`config.mk`:
```
export PLATFORM = sky130hd
export DESIGN_NAME = ttma_fifo
export DESIGN_NICKNAME = d
export VERILOG_FILES = /design/src/rtl/ttma_pkg.sv /design/src/rtl/ttma_fifo.sv
export SDC_FILE = /design/constraint.sdc
export NUM_CORES = 1
export LEC_CHECK = 0
export BUFFER_PORTS_ARGS = -buffer_cell sky130_fd_sc_hd__buf_2
export CAP_MARGIN = 25
export CORE_MARGIN = 3
export CORE_UTILIZATION = 55
export DETAILED_ROUTE_END_ITERATION = 7
export GPL_TIMING_DRIVEN = 0
export PLACE_DENSITY = 0.83
export SKIP_LAST_GASP = 1
export SYNTH_ARGS = -nofsm -noshare
export SYNTH_HDL_FRONTEND = slang
export SYNTH_SLANG_ARGS = --single-unit
export TNS_END_PERCENT = 30
```
`constraint.sdc`:
```
create_clock -name aclk -period 3.8 [get_ports aclk]
set_input_delay 0.19 -clock aclk [delete_from_list [all_inputs] [get_ports aclk]]
set_output_delay 0.19 -clock aclk [all_outputs]
set_load 0.01 [all_outputs]
```
`src/rtl/ttma_pkg.sv`:
```
package ttma_pkg;

    // Field widths
    localparam int unsigned ID_W    = 8;
    localparam int unsigned RAW_W   = 32;
    localparam int unsigned CAP_W   = 29;
    localparam int unsigned AVG_W   = 32;
    localparam int unsigned WT_W    = 8;
    localparam int unsigned WATCH_W = 9;

    // Tick conversion: cap = (raw + 4) >> 3
    localparam logic [RAW_W-1:0] ROUND_ADD = 32'd4;
    localparam int unsigned      CAP_SHIFT = 3;

    // Weight limits, in parts of 200
    localparam logic [WT_W-1:0] W_FULL  = 8'd200;
    localparam logic [WT_W-1:0] W_FLOOR = 8'd20;
    localparam logic [WT_W-1:0] W_STEP  = 8'd2;
    localparam logic [WT_W-1:0] W_LOW   = 8'd18;

    // Largest value that can enter the average without overflow
    localparam logic [AVG_W-1:0] AVG_LIMIT = 32'd21474836;
    localparam logic [AVG_W-1:0] AVG_SAT   = 32'hFFFF_FFFF;

    // Product datapath: operands below the limit fit 25 bits
    localparam int unsigned MUL_IN_W = 25;
    localparam int unsigned ACC_W    = 33;
    localparam int unsigned SUM_W    = ACC_W - 3;

    // Divide by 25 after the shift by 3: q = (x * RECIP_M) >> RECIP_SHIFT
    localparam int unsigned      RECIP_W     = 31;
    localparam logic [RECIP_W-1:0] RECIP_M   = 31'd1374389535;
    localparam int unsigned      RECIP_SHIFT = 35;
    localparam int unsigned      PROD_W      = SUM_W + RECIP_W;
    localparam int unsigned      QUOT_W      = PROD_W - RECIP_SHIFT;

    localparam logic [WATCH_W-1:0] WATCH_NONE = 9'd256;

    // Output word layout
    localparam int unsigned M_TDATA_W = 104;
    localparam int unsigned M_TUSER_W = 2;

    // One classified word in the queue
    typedef struct packed {
        logic [ID_W-1:0]  id;
        logic [CAP_W-1:0] cap;
        logic             ok;
        logic             hit;
    } item_t;

    // Queue status seen by both sides
    typedef struct packed {
        logic full;
        logic empty;
    } q_stat_t;

    // One row of the per-task table
    typedef struct packed {
        logic [CAP_W-1:0] max_time;
        logic [AVG_W-1:0] avg_time;
        logic [WT_W-1:0]  weight;
    } entry_t;

    typedef enum logic [2:0] {
        ST_IDLE,
        ST_READ,
        ST_SUM,
        ST_DIV,
        ST_WRITE
    } back_state_t;

endpackage

```
`src/rtl/ttma_fifo.sv`:
```
module ttma_fifo
    import ttma_pkg::*;
(
    input  logic    aclk,
    input  logic    aresetn,
    input  logic    q_push,
    input  item_t   q_item_in,
    input  logic    q_pop,
    output item_t   q_item_out,
    output q_stat_t q_stat
);

    item_t       slot_reg [2];
    logic        wr_ptr_reg;
    logic        wr_ptr_next;
    logic        rd_ptr_reg;
    logic        rd_ptr_next;
    logic [1:0]  count_reg;
    logic [1:0]  count_next;

    // Advance pointers and count
    always_comb begin
        wr_ptr_next = q_push ? ~wr_ptr_reg : wr_ptr_reg;
        rd_ptr_next = q_pop ? ~rd_ptr_reg : rd_ptr_reg;
        count_next  = count_reg;
        if (q_push && !q_pop) begin
            count_next = count_reg + 2'd1;
        end else if (q_pop && !q_push) begin
            count_next = count_reg - 2'd1;
        end
    end

    always_ff @(posedge aclk) begin
        if (!aresetn) begin
            wr_ptr_reg <= 1'b0;
            rd_ptr_reg <= 1'b0;
            count_reg  <= 2'd0;
        end else begin
            wr_ptr_reg <= wr_ptr_next;
            rd_ptr_reg <= rd_ptr_next;
            count_reg  <= count_next;
        end
    end

    // Store the pushed word
    always_ff @(posedge aclk) begin
        if (q_push) begin
            slot_reg[wr_ptr_reg] <= q_item_in;
        end
    end

    assign q_item_out   = slot_reg[rd_ptr_reg];
    assign q_stat.full  = count_reg == 2'd2;
    assign q_stat.empty = count_reg == 2'd0;

    a_no_overflow: assert property (@(posedge aclk) disable iff (!aresetn)
        q_push |-> !q_stat.full)
        else $error("queue pushed while full");

    a_no_underflow: assert property (@(posedge aclk) disable iff (!aresetn)
        q_pop |-> !q_stat.empty)
        else $error("queue popped while empty");

    a_count_up: assert property (@(posedge aclk) disable iff (!aresetn)
        (q_push && !q_pop) |=> count_reg == $past(count_reg) + 2'd1)
        else $error("queue count did not follow a push");

endmodule

```
==> summary.md <==
| Metric | Value |
|---|---|
| Worst-Margin Slew | `0.570 ns` |
| Cell family with most CP delay | `buffers and inverters` |
| Post-CTS Setup Bufs | `0` |
| Syn nets | `between 150 and 200` |
| Sw Ratio | `0.222` |
| Synthesized area per cell | `21.2 um^2` |
| Max Clock Freq | `0.576 GHz` |
| Die ar. | `6430 um^2` |
| Grt total ovfl | `0` |
| IO Count | `84` |
| Critical path endpoint category | `output pin` |
| PortBufs | `83` |
| Synth cell types | `18` |
| Post-synth EDFFs | `78` |
| Final min period | `1.74 ns` |
| CTS tree | `yes` |
| Vias in the first global route | `1659` |
| Hold_buf cts | `0` |
| Max Cap Viol | `0` |
| Fin. Hold Viols | `0` |
| Row cnt | `26` |
| CTS Buffer Depth | `2` |
| #FFs+latches synth | `83` |
| Critical path fanouts, max | `10` |
| Total CTS buffers | `9` |
| DR DRC count | `0` |
| Leading cell type in the layout, fill and taps excluded | `buf_2` |
| Tightest Hold Check Type | `in2reg` |
| CP peak stage delay | `0.36 ns` |
| Endpoints failing setup | `0` |
| Area growth syn-to-layout | `25.1%` |
| Power per standard cell area | `497 nW/um^2` |
| Max-slew violation count | `0` |
| Most common flop cell mapped by yosys | `edfxtp_1` |
| DR vias | `1596` |
| CP Class | `reg2out` |
| Seq/Total Area, Yosys | `0.806` |
| PostCTS Resize Cnt | `0` |
| Final critical-path share of the clock period | `0.457` |
| Placed Instance Area | `3600 um^2` |
| Status | `finished, final reports clean` |
| Initial core utilization | `0.582` |
| Via/cell ratio | `5.08` |
| Antenna violations before repair | `0` |
| H-Tree Depth | `3` |
| Die W | `around 80 um` |
| Worst-path cell chain | `buf_4 -> buf_6 -> mux2_2 -> buf_2` |
| Fin area | `~3800 um^2` |
| Layout cell share with drive strength beyond 1 | `0.602` |
| Root Driver | `clkbuf_8` |
| Clk_skew | `0.00892 ns` |
| N_diodes | `0` |
| Most frequent cells in the layout | `85 x buf_2, 78 x edfxtp_1, 39 x mux2_2` |
| RSZ-0062 raised after global routing | `no` |
| Internal Power | `1.46 mW` |
| Synth warn | `0` |
| Crit-path slowest cell | `dfxtp_1` |
| First-pass GRT wire length | `7680 um` |
| Final Wtd Congestion | `approximately 0.68` |
| Routed WL | `roughly 5000 um` |
| Post-route ant nets | `0` |
| Combinational share of power | `0.115` |
| Drt initial violations | `45` |
| CP startpoint kind | `flop` |
| DRT Pass-1 Iters | `4` |
| Synth Cell Area | `3030 um^2` |
| Async set-reset flop share out of synthesis | `0` |
| Sequential power share | `0.567` |
| Reg2reg setup slack | `2.40 ns` |
| WP buf/inv | `3` |
| Peak VDD IR | `around 0.42 mV` |
| Clk sinks | `83` |
| Core Area | `5200 um^2` |
| GRT Resource Usage Total | `0.165` |
| Clk pwr share | `0.318` |
| Final net count | `283` |
| Worst skew pair latency | `0.34 ns` |
| Synth Instances | `143` |
| Die Y | `80.2 um` |
| Number of flip-flops in the largest register | `78` |
| Crit path required time | `3.61 ns` |
| P_sw | `418 uW` |
| WL per Instance | `15.9 um` |
| Clock transition at path regs | `0.09 ns` |
| Largest net degree at the start of global routing | `25` |
| TNS Setup | `0 ns` |
| Leakage | `1.45 nW` |
| Final HPWL DP | `between 3000 and 4000 um` |
| Crit path arrival time | `1.55 ns` |
| Slew margin rel. | `0.619` |
[cell type report]
class	count	area (um^2)
Clock buffer	9	124
Fill cell	352	1420
Inverter	1	3.75
Sequential cell	83	2440
Clock inverter	7	68.8
Timing Repair Buffer	85	470
Multi-Input combinational cell	55	563
Tap cell	70	87.6
Buffer	4	28.8
[worst paths after layout]
check | from | end | cells after the start
setup reg to reg | wr_ptr_reg | slot_reg[1][29] | 2
setup / recovery | flop | q_item_out[30] | 4
hold reg to reg | count_reg[1] | count_reg[1] | 2
hold / removal | q_item_in[14] | slot_reg[0][14] | 1
[routing by layer]
layer  vias up  GRT usage  part of all wire
li1        747          -                 -
met1       780      0.181              0.38
met2        55      0.289              0.54
met3        14     0.0426             0.053
met4         0     0.0946             0.032
met5         -          0                 0
[power groups by stage]
stage | Sequential (mW) | Clock [mW] | Combinational [mW]
after floorplan | 1.09 | 0 | 0.124
after global placement | 1.09 | 0 | 0.206
after detailed placement | 1.09 | 0 | 0.221
after CTS | 1.07 | 0.612 | 0.221
after global routing | 1.07 | 0.649 | 0.237
final | 1.07 | 0.598 | 0.217
[per-stage QoR]
stage               total power, mW  setup WS [ns]  hold WS [ns]  utilization  instances
detailed placement             1.31           2.39         0.381        0.691        298
finish                         1.88           2.06        0.0293        0.728        314
CTS                            1.90           2.03        0.0171        0.728        314
floorplan                      1.21           1.28         0.289            -        143
global route                   1.96           1.97        0.0123        0.728        314
global placement               1.29          0.352         0.377        0.679        296
[synthesized netlist by cell type, drive strengths merged (2+ instances only)]
| master | number | area, um^2 |
|---|---|---|
| mux2 | 39 | 439 |
| buf | 4 | 28.8 |
| dfxtp | 5 | 100 |
| nor2b | 2 | 12.5 |
| xor2 | 2 | 17.5 |
| edfxtp | 78 | 2340 |
| and2 | 4 | 25.0 |
[cell families (layout without fill, tap and decap cells)]
family,count (synthesis),after routing,share of synthesized area
xor+xnor,3,3,0.00868
compound gates,3,3,0.00661
mux,39,39,0.145
simple gates,9,9,0.0186
flops,83,83,0.806
buf+inv,5,106,0.0107
fa+ha+maj,1,1,0.00413
No activity file was read; power rests on OpenSTA's default activity.
