## src/rtl/ttma_pkg.sv

```systemverilog
package ttma_pkg;

    // Field widths
    localparam int unsigned ID_W    = 8;
    localparam int unsigned RAW_W   = 32;
    localparam int unsigned CAP_W   = 29;
    localparam int unsigned AVG_W   = 32;
    localparam int unsigned WT_W    = 8;
    localparam int unsigned WATCH_W = 9;

    // Tick conversion: cap = (raw + 4) >> 3
    localparam logic [RAW_W-1:0] ROUND_ADD = 32'd4;
    localparam int unsigned      CAP_SHIFT = 3;

    // Weight limits, in parts of 200
    localparam logic [WT_W-1:0] W_FULL  = 8'd200;
    localparam logic [WT_W-1:0] W_FLOOR = 8'd20;
    localparam logic [WT_W-1:0] W_STEP  = 8'd2;
    localparam logic [WT_W-1:0] W_LOW   = 8'd18;

    // Largest value that can enter the average without overflow
    localparam logic [AVG_W-1:0] AVG_LIMIT = 32'd21474836;
    localparam logic [AVG_W-1:0] AVG_SAT   = 32'hFFFF_FFFF;

    // Product datapath: operands below the limit fit 25 bits
    localparam int unsigned MUL_IN_W = 25;
    localparam int unsigned ACC_W    = 33;
    localparam int unsigned SUM_W    = ACC_W - 3;

    // Divide by 25 after the shift by 3: q = (x * RECIP_M) >> RECIP_SHIFT
    localparam int unsigned      RECIP_W     = 31;
    localparam logic [RECIP_W-1:0] RECIP_M   = 31'd1374389535;
    localparam int unsigned      RECIP_SHIFT = 35;
    localparam int unsigned      PROD_W      = SUM_W + RECIP_W;
    localparam int unsigned      QUOT_W      = PROD_W - RECIP_SHIFT;

    localparam logic [WATCH_W-1:0] WATCH_NONE = 9'd256;

    // Output word layout
    localparam int unsigned M_TDATA_W = 104;
    localparam int unsigned M_TUSER_W = 2;

    // One classified word in the queue
    typedef struct packed {
        logic [ID_W-1:0]  id;
        logic [CAP_W-1:0] cap;
        logic             ok;
        logic             hit;
    } item_t;

    // Queue status seen by both sides
    typedef struct packed {
        logic full;
        logic empty;
    } q_stat_t;

    // One row of the per-task table
    typedef struct packed {
        logic [CAP_W-1:0] max_time;
        logic [AVG_W-1:0] avg_time;
        logic [WT_W-1:0]  weight;
    } entry_t;

    typedef enum logic [2:0] {
        ST_IDLE,
        ST_READ,
        ST_SUM,
        ST_DIV,
        ST_WRITE
    } back_state_t;

endpackage

```

## src/rtl/ttma_front.sv

```systemverilog
module ttma_front
    import ttma_pkg::*;
#(
    parameter int unsigned NUM_TASKS        = 32,
    parameter int unsigned NUM_IRQ_CHANNELS = 16
) (
    input  logic               aclk,
    input  logic               aresetn,
    input  logic               cfg_we,
    input  logic [WATCH_W-1:0] cfg_wdata,
    input  logic               s_tvalid,
    output logic               s_tready,
    input  logic [39:0]        s_tdata,   // task_id [7:0], raw_ticks [39:8]
    input  logic               s_tuser,   // opcode
    output logic               q_push,
    output item_t              q_item,
    input  q_stat_t            q_stat
);

    logic [WATCH_W-1:0] watch_reg;
    logic [WATCH_W-1:0] watch_next;
    logic [ID_W-1:0]    id;
    logic [RAW_W-1:0]   rounded;
    logic [WATCH_W-1:0] id_ext;
    logic               task_ok;
    logic               irq_ok;
    logic               ok;

    // Watch register
    always_comb begin
        watch_next = cfg_we ? cfg_wdata : watch_reg;
    end

    always_ff @(posedge aclk) begin
        if (!aresetn) begin
            watch_reg <= WATCH_NONE;
        end else begin
            watch_reg <= watch_next;
        end
    end

    // Classify the incoming word
    assign id      = s_tdata[ID_W-1:0];
    assign rounded = s_tdata[ID_W +: RAW_W] + ROUND_ADD;
    assign id_ext  = {1'b0, id};
    assign task_ok = id_ext < WATCH_W'(NUM_TASKS);
    assign irq_ok  = id_ext < WATCH_W'(NUM_IRQ_CHANNELS);
    assign ok      = task_ok && (!s_tuser || irq_ok);

    assign q_item.id  = id;
    assign q_item.cap = rounded[RAW_W-1:CAP_SHIFT];
    assign q_item.ok  = ok;
    assign q_item.hit = ok && (id_ext == watch_reg);

    // Take a word whenever the queue has room
    assign s_tready = !q_stat.full;
    assign q_push   = s_tvalid && s_tready;

endmodule

```

## config.mk

```make
export PLATFORM = sky130hd
export DESIGN_NAME = ttma_front
export DESIGN_NICKNAME = d
export VERILOG_FILES = /design/src/rtl/ttma_pkg.sv /design/src/rtl/ttma_front.sv
export SDC_FILE = /design/constraint.sdc
export NUM_CORES = 1
export LEC_CHECK = 0
export ABC_AREA = 1
export BUFFER_PORTS_ARGS = -buffer_cell sky130_fd_sc_hd__buf_4
export CAP_MARGIN = 20
export CELL_PAD_IN_SITES_DETAIL_PLACEMENT = 0
export CELL_PAD_IN_SITES_GLOBAL_PLACEMENT = 1
export CORE_AREA = 2 2 76 78
export CTS_BUF_LIST = sky130_fd_sc_hd__clkbuf_8
export DETAILED_ROUTE_END_ITERATION = 16
export DIE_AREA = 0 0 78 80
export HOLD_SLACK_MARGIN = 0.08
export PLACE_DENSITY_LB_ADDON = 0.1
export SLEW_MARGIN = 0
export SYNTH_ARGS = -nofsm -noshare
export SYNTH_HDL_FRONTEND = slang
export SYNTH_SLANG_ARGS = --single-unit
export TNS_END_PERCENT = 50
```

## constraint.sdc

```tcl
create_clock -name aclk -period 0.85 [get_ports aclk]
set_input_delay 0 -clock aclk [delete_from_list [all_inputs] [get_ports aclk]]
set_output_delay 0 -clock aclk [all_outputs]
set_load 0.005 [all_outputs]
```

==> key figures <==
Drt
  • # DRC: 0
  • Vias per cell: 4.173
  • Wire length after detailed routing: 4.899 mm
  • Initial DRC Count: 83
  • Post-detailed-route wirelength per cell: 10.89 µm
  • Post-route ant nets: 0
  • DR vias: ~1900
  • First-pass DRT Iterations: 4

Setup path
  • Critical path class: flop to output port
  • R2r setup slk: 180 ps
  • Capturing point of the worst reg2reg path: watch_reg[5]
  • Critical path data arrival time: 1090 ps
  • Worst setup path start: watch_reg[1]
  • Worst Path Required: ~850 ps
  • FF-to-FF path depth: 3
  • Crit path to: q_item[0]
  • Critical path launch point type: flop
  • Peak fanout along the critical path: 2
  • RR Startpoint: watch_reg[5]
  • CP Capture Type: output port

GRT
  • Grt ovf: 0
  • First-pass GRT wire length: 7.852 mm
  • Pin count of the biggest net entering global routing: 13
  • Initial antenna violation count: 0
  • Most used routing layer: met2
  • M2 GR Usage: 25.78%
  • GRT Overall Usage: 15.39%
  • GR Util met1: 20.30%
  • Vias in the first global route: 1754
  • Met3 Use GR: 4.072%

Cells and area
  • Area growth syn-to-layout: 100.9%
  • Post-layout util: 50.37%
  • Commonest non-fill, non-tap cell in the layout: buf_4
  • Final instance area: 2723 µm²
  • Commonest non-fill, non-tap cells in the layout: buf_4 (114), nand2_1 (79), nor2_1 (27)
  • Antenna Cells: 0
  • Nets@finish: around 440
  • Layout Cells excl Fill: 450
  • Share of cells above drive strength 1: between 40% and 50%
  • Max reg flops: 9
  • Fill count: 608

Timing
  • Min Tclk post-route: 1089 ps
  • Max Transition Viols Final: 0
  • RSZ-0062 raised after global routing: yes
  • Slew margin rel.: 76.80%
  • Slew @ Worst Pin: 347.6 ps
  • Hold Fails Final Rpt: 0
  • Final Setup Violations: 21
  • Fmax: 918.3 MHz
  • Fin worst setup slack: -239.0 ps
  • Layout Skew: 0 ps
  • Tcrit/Tclk final: 128.1%

Clock tree
  • Worst-skew pair later-pin latency: 230 ps
  • Max Root-Sink Buffers: 2
  • CTS tree: built
  • Clock Pin Slew Worst Setup and Hold Paths: 40 ps
  • Number of CTS-inserted buffers: 3
  • H-tree Lvls: 1
  • Root buf cell: clkbuf_8
  • # clock sinks: 9

Flow run
  • Max cap viols: 0

Die
  • Chip height: ~80 µm
  • FP Rows: 27
  • Width of the die: 78 µm
  • Initial Utilization: around a quarter
  • Die area: approximately 6200 µm²
  • Core box area: about 5400 µm²
  • IO Count: between 90 and 100

Placed design
  • Placed instance area: 2266 µm²
  • Dpl hpwl: around 3.9 mm
  • Routability cong.: 0.8668
  • Dpl cells: 429
  • Port buffer count: between 90 and 100

Synth
  • Register area share after synthesis: approximately an eighth
  • Largest area contributor in the netlist: nand2_1
  • Synth Cell Area: 1355 µm²
  • Synthesized net count: 305
  • Synth Warn #: 0
  • Yosys reg bits: 9
  • Top post-synthesis cells by area: nand2_1 (25%), dfxtp_1 (13%), nor2_1 (12%), xor2_1 (7.8%), inv_1 (6.9%)
  • Top cell type's share of synthesized area: about 25%
  • Avg Synthesized Cell Area: 5.464 µm²
  • Synthesized instance count: 248
  • Post-synthesis cell type count: 21

Power
  • Total power: approximately 1.9 mW
  • Maximum vdd drop: roughly 0.00043 V
  • Leak: between 1 and 1.5 nW
  • PwrDens: 692.9 nW/µm²

Outcome
  • Status: complete, but fails checks
  • Failing checks: negative setup slack

Worst hold path
  • Worst Hold Class: primary input to output port
## cell usage after synthesis (all sizes together)
cell	n
o21bai	1
inv	25
nand3b	8
xnor2	5
and2	2
buf	10
nor2	55
nand2	96
ha	1
dfxtp	9
xor2	12
o22ai	1
o21ai	11
a21oi	3
nand3	9
## how the worst min path moves through the flow
stage	cells past startpoint	end	startpoint	slack [ps]
after floorplan	1	s_tready	q_stat[1]	30
after global placement	2	q_item[37]	s_tdata[6]	180
after detailed placement	2	q_item[37]	s_tdata[6]	180
after CTS	2	q_item[37]	s_tdata[6]	180
after global routing	2	q_item[34]	s_tdata[3]	180
final	2	q_item[34]	s_tdata[3]	180
## metal layers
layer | vias to the layer above | wire length (µm)
met2 | 54 | 2289
li1 | 1014 | -
met3 | 2 | 331
met1 | 808 | 2261
met5 | - | 0
met4 | 0 | 17
## layout make-up
cell class	instances	area, µm²	share of cell area, %
multi-input combinational	204	1211	44.49
timing repair buffer	136	1095	40.21
sequential	9	185.2	6.801
inverter	25	96.34	3.539
tap	72	90.09	3.309
clock buffer	3	41.29	1.517
clock inverter	1	3.754	0.1379
## what timing repair did
action                                  CTS  global route
hold endpoints to repair                  9             0
endpoints found under the setup margin   26            31
hold buffers                             13             0
pin swaps                                26            36
gates resized for setup                  31            45
setup buffers                             2             2
## report_power, final
| group | leakage, nW | internal, mW | switching (mW) |
|---|---|---|---|
| logic | 1.31 | 0.537 | 0.405 |
| registers | 0.0755 | 0.456 | 0.0162 |
| clock network | 0.0269 | 0.314 | 0.158 |
## metrics by stage
step           TNS [ps]  hold slack (ps)  worst slack (ps)
3_5_place_dp      -3232            176.2            -241.1
2_1_floorplan         0            26.54             77.61
4_1_cts           -1703            176.4            -244.5
5_1_grt           -3161            182.8            -337.4
6_report          -1407            175.5            -239.0
3_3_place_gp      -2974            176.1            -221.3
## logic make-up after synthesis
family	after synthesis	synth area share (%)
simple gates	170	56.32
buf+inv	35	12.28
xor+xnor	17	10.99
compound gates	16	6.186
flops	9	13.30
fa+ha+maj	1	0.9232
## critical path, stage by stage (launching register included)
cell	delay, ps
dfxtp_2	310
xor2_1	140
nor2_1	140
nand2_1	60
nor2_1	100
buf_4	110
(Power assumes the default switching activity.)
