[src/rtl/ttma_pkg.sv]
package ttma_pkg;

    // Field widths
    localparam int unsigned ID_W    = 8;
    localparam int unsigned RAW_W   = 32;
    localparam int unsigned CAP_W   = 29;
    localparam int unsigned AVG_W   = 32;
    localparam int unsigned WT_W    = 8;
    localparam int unsigned WATCH_W = 9;

    // Tick conversion: cap = (raw + 4) >> 3
    localparam logic [RAW_W-1:0] ROUND_ADD = 32'd4;
    localparam int unsigned      CAP_SHIFT = 3;

    // Weight limits, in parts of 200
    localparam logic [WT_W-1:0] W_FULL  = 8'd200;
    localparam logic [WT_W-1:0] W_FLOOR = 8'd20;
    localparam logic [WT_W-1:0] W_STEP  = 8'd2;
    localparam logic [WT_W-1:0] W_LOW   = 8'd18;

    // Largest value that can enter the average without overflow
    localparam logic [AVG_W-1:0] AVG_LIMIT = 32'd21474836;
    localparam logic [AVG_W-1:0] AVG_SAT   = 32'hFFFF_FFFF;

    // Product datapath: operands below the limit fit 25 bits
    localparam int unsigned MUL_IN_W = 25;
    localparam int unsigned ACC_W    = 33;
    localparam int unsigned SUM_W    = ACC_W - 3;

    // Divide by 25 after the shift by 3: q = (x * RECIP_M) >> RECIP_SHIFT
    localparam int unsigned      RECIP_W     = 31;
    localparam logic [RECIP_W-1:0] RECIP_M   = 31'd1374389535;
    localparam int unsigned      RECIP_SHIFT = 35;
    localparam int unsigned      PROD_W      = SUM_W + RECIP_W;
    localparam int unsigned      QUOT_W      = PROD_W - RECIP_SHIFT;

    localparam logic [WATCH_W-1:0] WATCH_NONE = 9'd256;

    // Output word layout
    localparam int unsigned M_TDATA_W = 104;
    localparam int unsigned M_TUSER_W = 2;

    // One classified word in the queue
    typedef struct packed {
        logic [ID_W-1:0]  id;
        logic [CAP_W-1:0] cap;
        logic             ok;
        logic             hit;
    } item_t;

    // Queue status seen by both sides
    typedef struct packed {
        logic full;
        logic empty;
    } q_stat_t;

    // One row of the per-task table
    typedef struct packed {
        logic [CAP_W-1:0] max_time;
        logic [AVG_W-1:0] avg_time;
        logic [WT_W-1:0]  weight;
    } entry_t;

    typedef enum logic [2:0] {
        ST_IDLE,
        ST_READ,
        ST_SUM,
        ST_DIV,
        ST_WRITE
    } back_state_t;

endpackage

[src/rtl/ttma_back.sv]
module ttma_back
    import ttma_pkg::*;
#(
    parameter int unsigned NUM_TASKS = 32
) (
    input  logic                 aclk,
    input  logic                 aresetn,
    input  q_stat_t              q_stat,
    input  item_t                q_item,
    output logic                 q_pop,
    output logic                 m_tvalid,
    input  logic                 m_tready,
    output logic [M_TDATA_W-1:0] m_tdata,
    output logic [M_TUSER_W-1:0] m_tuser
);

    localparam int unsigned IDX_W = (NUM_TASKS > 1) ? $clog2(NUM_TASKS) : 1;

    back_state_t state_reg;
    back_state_t state_next;

    entry_t                  mem [NUM_TASKS];
    logic [NUM_TASKS-1:0]    valid_reg;
    logic [NUM_TASKS-1:0]    valid_next;
    entry_t                  rd_data_reg;
    logic                    rd_valid_reg;
    item_t                   job_reg;
    logic [IDX_W-1:0]        job_idx;
    logic [IDX_W-1:0]        head_idx;

    logic [ACC_W-1:0]        prod_a_reg;
    logic [ACC_W-1:0]        prod_b_reg;
    logic [SUM_W-1:0]        sum_reg;
    logic [PROD_W-1:0]       quot_reg;
    logic [CAP_W-1:0]        max_new_reg;
    logic [WT_W-1:0]         wt_new_reg;
    logic                    sat_reg;
    logic [CAP_W-1:0]        watched_capture_reg;

    entry_t                  cur;
    logic [WT_W-1:0]         w_clamp;
    logic                    sat;
    logic [ACC_W-1:0]        acc;
    entry_t                  wr_entry;

    logic                    out_free;
    logic                    load;
    logic                    wr_en;

    logic                    m_tvalid_reg;
    logic                    m_tvalid_next;
    logic [M_TDATA_W-1:0]    m_tdata_reg;
    logic [M_TUSER_W-1:0]    m_tuser_reg;

    assign job_idx  = job_reg.id[IDX_W-1:0];
    assign head_idx = q_item.id[IDX_W-1:0];
    assign out_free = !m_tvalid_reg || m_tready;

    // Sequencer: pop, read and multiply, sum, divide, write back; an ignored word goes from pop straight to write
    always_comb begin
        state_next = state_reg;
        q_pop      = 1'b0;
        load       = 1'b0;
        wr_en      = 1'b0;
        case (state_reg)
            ST_IDLE: begin
                if (!q_stat.empty) begin
                    q_pop      = 1'b1;
                    state_next = q_item.ok ? ST_READ : ST_WRITE;
                end
            end
            ST_READ:  state_next = ST_SUM;
            ST_SUM:   state_next = ST_DIV;
            ST_DIV:   state_next = ST_WRITE;
            ST_WRITE: begin
                if (out_free) begin
                    load       = 1'b1;
                    wr_en      = job_reg.ok;
                    state_next = ST_IDLE;
                end
            end
            default:  state_next = ST_IDLE;
        endcase
    end

    always_ff @(posedge aclk) begin
        if (!aresetn) begin
            state_reg <= ST_IDLE;
        end else begin
            state_reg <= state_next;
        end
    end

    // Table memory with registered read
    always_ff @(posedge aclk) begin
        if (q_pop) begin
            rd_data_reg <= mem[head_idx];
        end
        if (wr_en) begin
            mem[job_idx] <= wr_entry;
        end
    end

    // Entry valid bits: an unwritten row reads as its reset value
    always_comb begin
        valid_next = valid_reg;
        if (wr_en) begin
            valid_next[job_idx] = 1'b1;
        end
    end

    always_ff @(posedge aclk) begin
        if (!aresetn) begin
            valid_reg <= '0;
        end else begin
            valid_reg <= valid_next;
        end
    end

    always_ff @(posedge aclk) begin
        if (q_pop) begin
            job_reg      <= q_item;
            rd_valid_reg <= valid_reg[head_idx];
        end
    end

    // Clamp weight, check for saturation, add the two products
    always_comb begin
        if (rd_valid_reg) begin
            cur = rd_data_reg;
        end else begin
            cur.max_time = '0;
            cur.avg_time = '0;
            cur.weight   = W_FULL;
        end
        if (cur.weight >= W_FULL) begin
            w_clamp = W_FULL;
        end else if (cur.weight <= W_FLOOR) begin
            w_clamp = W_FLOOR;
        end else begin
            w_clamp = cur.weight;
        end
        sat = (AVG_W'(job_reg.cap) > AVG_LIMIT) || (cur.avg_time > AVG_LIMIT);
        acc = prod_a_reg + prod_b_reg;
    end

    always_ff @(posedge aclk) begin
        case (state_reg)
            ST_READ: begin
                prod_a_reg  <= ACC_W'(W_FULL - w_clamp) * ACC_W'(cur.avg_time[MUL_IN_W-1:0]);
                prod_b_reg  <= ACC_W'(w_clamp) * ACC_W'(job_reg.cap[MUL_IN_W-1:0]);
                max_new_reg <= (cur.max_time < job_reg.cap) ? job_reg.cap : cur.max_time;
                wt_new_reg  <= sat ? w_clamp : w_clamp - W_STEP;
                sat_reg     <= sat;
            end
            // Divide by 200 as a shift by 3, then a reciprocal multiply by 1/25
            ST_SUM: sum_reg  <= acc[ACC_W-1:3];
            ST_DIV: quot_reg <= PROD_W'(sum_reg) * PROD_W'(RECIP_M);
            default: ;
        endcase
    end

    // Row written back
    assign wr_entry.max_time = max_new_reg;
    assign wr_entry.avg_time = sat_reg ? AVG_SAT : AVG_W'(quot_reg[PROD_W-1:RECIP_SHIFT]);
    assign wr_entry.weight   = wt_new_reg;

    // Latch the watched task's capture
    always_ff @(posedge aclk) begin
        if (!aresetn) begin
            watched_capture_reg <= '0;
        end else if (wr_en && job_reg.hit) begin
            watched_capture_reg <= job_reg.cap;
        end
    end

    // Output register: hold until taken
    always_comb begin
        if (load) begin
            m_tvalid_next = 1'b1;
        end else if (m_tready) begin
            m_tvalid_next = 1'b0;
        end else begin
            m_tvalid_next = m_tvalid_reg;
        end
    end

    always_ff @(posedge aclk) begin
        if (!aresetn) begin
            m_tvalid_reg <= 1'b0;
        end else begin
            m_tvalid_reg <= m_tvalid_next;
        end
    end

    always_ff @(posedge aclk) begin
        if (load) begin
            if (job_reg.ok) begin
                m_tdata_reg <= {6'd0, wr_entry.weight, wr_entry.avg_time,
                                wr_entry.max_time, job_reg.cap};
                m_tuser_reg <= {job_reg.hit, 1'b1};
            end else begin
                m_tdata_reg <= '0;
                m_tuser_reg <= '0;
            end
        end
    end

    assign m_tvalid = m_tvalid_reg;
    assign m_tdata  = m_tdata_reg;
    assign m_tuser  = m_tuser_reg;

    a_reject_zero: assert property (@(posedge aclk) disable iff (!aresetn)
        (m_tvalid_reg && !m_tuser_reg[0]) |-> (m_tdata_reg == '0 && !m_tuser_reg[1]))
        else $error("ignored word carries nonzero result");

    a_weight_range: assert property (@(posedge aclk) disable iff (!aresetn)
        (m_tvalid_reg && m_tuser_reg[0]) |->
            (m_tdata_reg[97:90] >= W_LOW && m_tdata_reg[97:90] <= W_FULL))
        else $error("stored weight out of range");

    a_max_covers_cap: assert property (@(posedge aclk) disable iff (!aresetn)
        (m_tvalid_reg && m_tuser_reg[0]) |-> (m_tdata_reg[57:29] >= m_tdata_reg[28:0]))
        else $error("maximum below current capture");

endmodule

[config.mk]
export PLATFORM = sky130hd
export DESIGN_NAME = ttma_back
export DESIGN_NICKNAME = d
export VERILOG_FILES = /design/src/rtl/ttma_pkg.sv /design/src/rtl/ttma_back.sv
export SDC_FILE = /design/constraint.sdc
export NUM_CORES = 2
export LEC_CHECK = 0
export BUFFER_PORTS_ARGS = -buffer_cell sky130_fd_sc_hd__buf_4
export CAP_MARGIN = 25
export CORE_MARGIN = 2
export CORE_UTILIZATION = 58
export DETAILED_ROUTE_END_ITERATION = 7
export PLACE_DENSITY = 0.87
export SLEW_MARGIN = 10
export SYNTH_ARGS = -nofsm -noshare
export SYNTH_HDL_FRONTEND = slang
export SYNTH_SLANG_ARGS = --single-unit
[constraint.sdc]
create_clock -name aclk -period 20.1 [get_ports aclk]
set_input_delay 5.025 -clock aclk [delete_from_list [all_inputs] [get_ports aclk]]
set_output_delay 5.025 -clock aclk [all_outputs]
set_load 0.01 [all_outputs]
==> results.md <==
* Share of cells above drive strength 1 at 20.2%
* Grt met3 use at approximately 9.9%
* Core area at 207,000 um^2
* # DRC at between 100 and 150
* Worst Tran Pin Value at 1210 ps
* Initial core utilization at between 50% and 60%
* Place WS at approximately 9200 ps
* # clock sinks at roughly 2.4k
* Die area at 211,000 um^2
* RSZ-0062 raised after global routing: no
* TritonCTS clock tree: built
* Most numerous cell in the Yosys netlist: edfxtp_1
* FILL cells at 12.7k
* Crit end category: primary output
* Multi-input gate area at 43,700 um^2
* Syn Area/Cell at about 17 um^2
* Vias at ~70k
* Initial antenna violation count at 25
* CTS max path bufs at 3
* Final Max Tran Viols at 0
* Final Hold Viols at 0
* Busiest grt layer: met2
* CP Launch Type: input port
* Cell taking the most area after synthesis: edfxtp_1
* Commonest cells post-synth: edfxtp_1, inv_1, mux4_2, fa_1, ha_1
* Die Y at approximately 460 um
* Width of the die at between 400 and 500 um
* End-of-flow core utilization at 64.5%
* HP Class: reg -> reg
* Final instance area at around 130,000 um^2
* Synth top area cells: edfxtp_1, mux4_2, fa_1
* Post-route ant nets at 0
* Row count at 167
* Ys async rst share at 0%
* Initial DRC Count at roughly 13k
* Post-CTS setup buffers at 0
* Post-synth cell types at 86
* # hold bufs at CTS at 0
* Nets@finish at between 8k and 9k
* Largest net degree at the start of global routing at 152
* YS warnings at 0
* EDFF count, synth at ~2.4k
* Reg area at 72,900 um^2
* Synth top area share at 60.0%
* Skew-Pair Late Insertion Delay at between 900 and 1000 ps
* Primary FF master, synth: edfxtp_1
* Routability cong. at around 0.94
* CTS buffer count at 224
* # resized after CTS at 0
* Met2 Track Usage GR at ~55%
* Clock transition at the registers of the reported paths at about 60 ps
* Vias/cell at 6.95
* Worst clock skew at between 100 and 150 ps
* Root Driver: clkbuf_16
* Cell Area, Synth at 120,000 um^2
* Period utilization at 54.2%
* Grt met1 use at between 40 and 50%
* DR WL/cell at ~37 um
* CTS H-tree lvls at 4
* Max Freq at between 0.09 and 0.1 GHz
* CP Data Arrival Time at 5870 ps
* Status: finished, violations left
* GRT Total Usage at 34.4%
* DRT Pass-1 Iters at 8
* Worst r2r path cells at 28
* Failing checks: DRC
* Critical path type: in -> out
* Routed wire length at approximately 370,000 um
* Tmin final at 10,900 ps
* Max reg flops at roughly 2.0k
* WHS Path Cells at 1
* IO buf count at 141
* First-pass GRT wire length at around 510,000 um
* Placed Area at 125,000 um^2
* Max-cap violations at 0
* Setup TNS at 0 ps
* Area grow syn2layout at 10.8%
* Total gr overflow at 0
* Yosys reg bits at about 2.4k
* CP max FO at 13
* Req. time, crit path at around 15,000 ps
* Post-DP HPWL at between 200,000 and 250,000 um
* Final Setup Violations at 0
* Vias in the first global route at between 70k and 80k
* Num ports at 152
* Slew headroom at about a fifth
* Cell count after synthesis at roughly 6.9k
* Seq/Total Area, Yosys at about 61%
* Setup ws final at slightly above 9000 ps
[area by class of cell]
type                            instances  share of cell area, %
Multi-Input combinational cell       3392                   32.8
Inverter                              785                   2.21
Sequential cell                      2440                   54.7
Antenna cell                            8                 0.0150
Tap cell                             2704                   2.54
Clock buffer                          263                   4.35
Timing Repair Buffer                  301                   2.20
Clock inverter                        153                   1.24
[kinds of logic (layout without fill, tap and decap cells)]
logic type	count (synthesis)	in the layout	synth area share, %
flip-flops	2440	2440	60.6
adder cells (fa/ha/maj)	1171	1171	16.1
buffers and inverters	1058	1502	3.36
AO/OA/AOI/OAI	401	401	2.26
XOR/XNOR	108	108	0.786
AND/OR/NAND/NOR	959	959	3.82
multiplexers	747	747	13.1
other	1	14	0.00312
[path summary, 6_finish.rpt]
kind,slack (ps),to,startpoint
hold reg to reg,470,valid_reg[13],valid_reg[13]
setup reg to reg,10120,prod_a_reg[30],rd_data_reg[5]
hold / removal,470,valid_reg[13],valid_reg[13]
setup / recovery,9200,q_pop,q_stat[0]
[layout by cell type, fill, tap and decap left out, types with 24 or more instances in the layout]
master,n
edfxtp_1,2404
inv_1,783
mux4_2,650
fa_1,631
ha_1,540
nor2_1,274
buf_4,255
nand2_1,237
clkbuf_16,233
and2_1,148
a21oi_1,109
mux2_2,84
nand3_1,81
xnor2_1,73
o21a_1,58
o21ai_0,57
clkinv_2,48
a21o_1,44
clkinv_1,44
or2_2,38
dfxtp_1,36
clkbuf_1,35
nor2_4,32
xor2_1,31
nand2b_1,29
bufinv_16,24
[through the flow]
stage                     cells  hold slack [ps]
after global routing      10000              482
after global placement     9584              440
after CTS                 10000              468
after detailed placement   9585              454
final                     10000              466
after floorplan            6890              435
[layer usage]
metal | routed length [um] | up-vias | share of wire [%]
li1 | - | 26200 | -
met1 | 110000 | 34600 | 30
met2 | 175000 | 6916 | 47
met3 | 52000 | 2007 | 14
met4 | 31800 | 20 | 8.6
met5 | 131 | - | 0.035
[worst max-delay path: stages]
cell and delay, ps:
buf_4 120, nor4_2 160, buf_4 340, buf_4 200
Power is left out: the tool's default activity adds up to more than one toggle a clock period on the data nets, which glitch-free logic cannot reach.
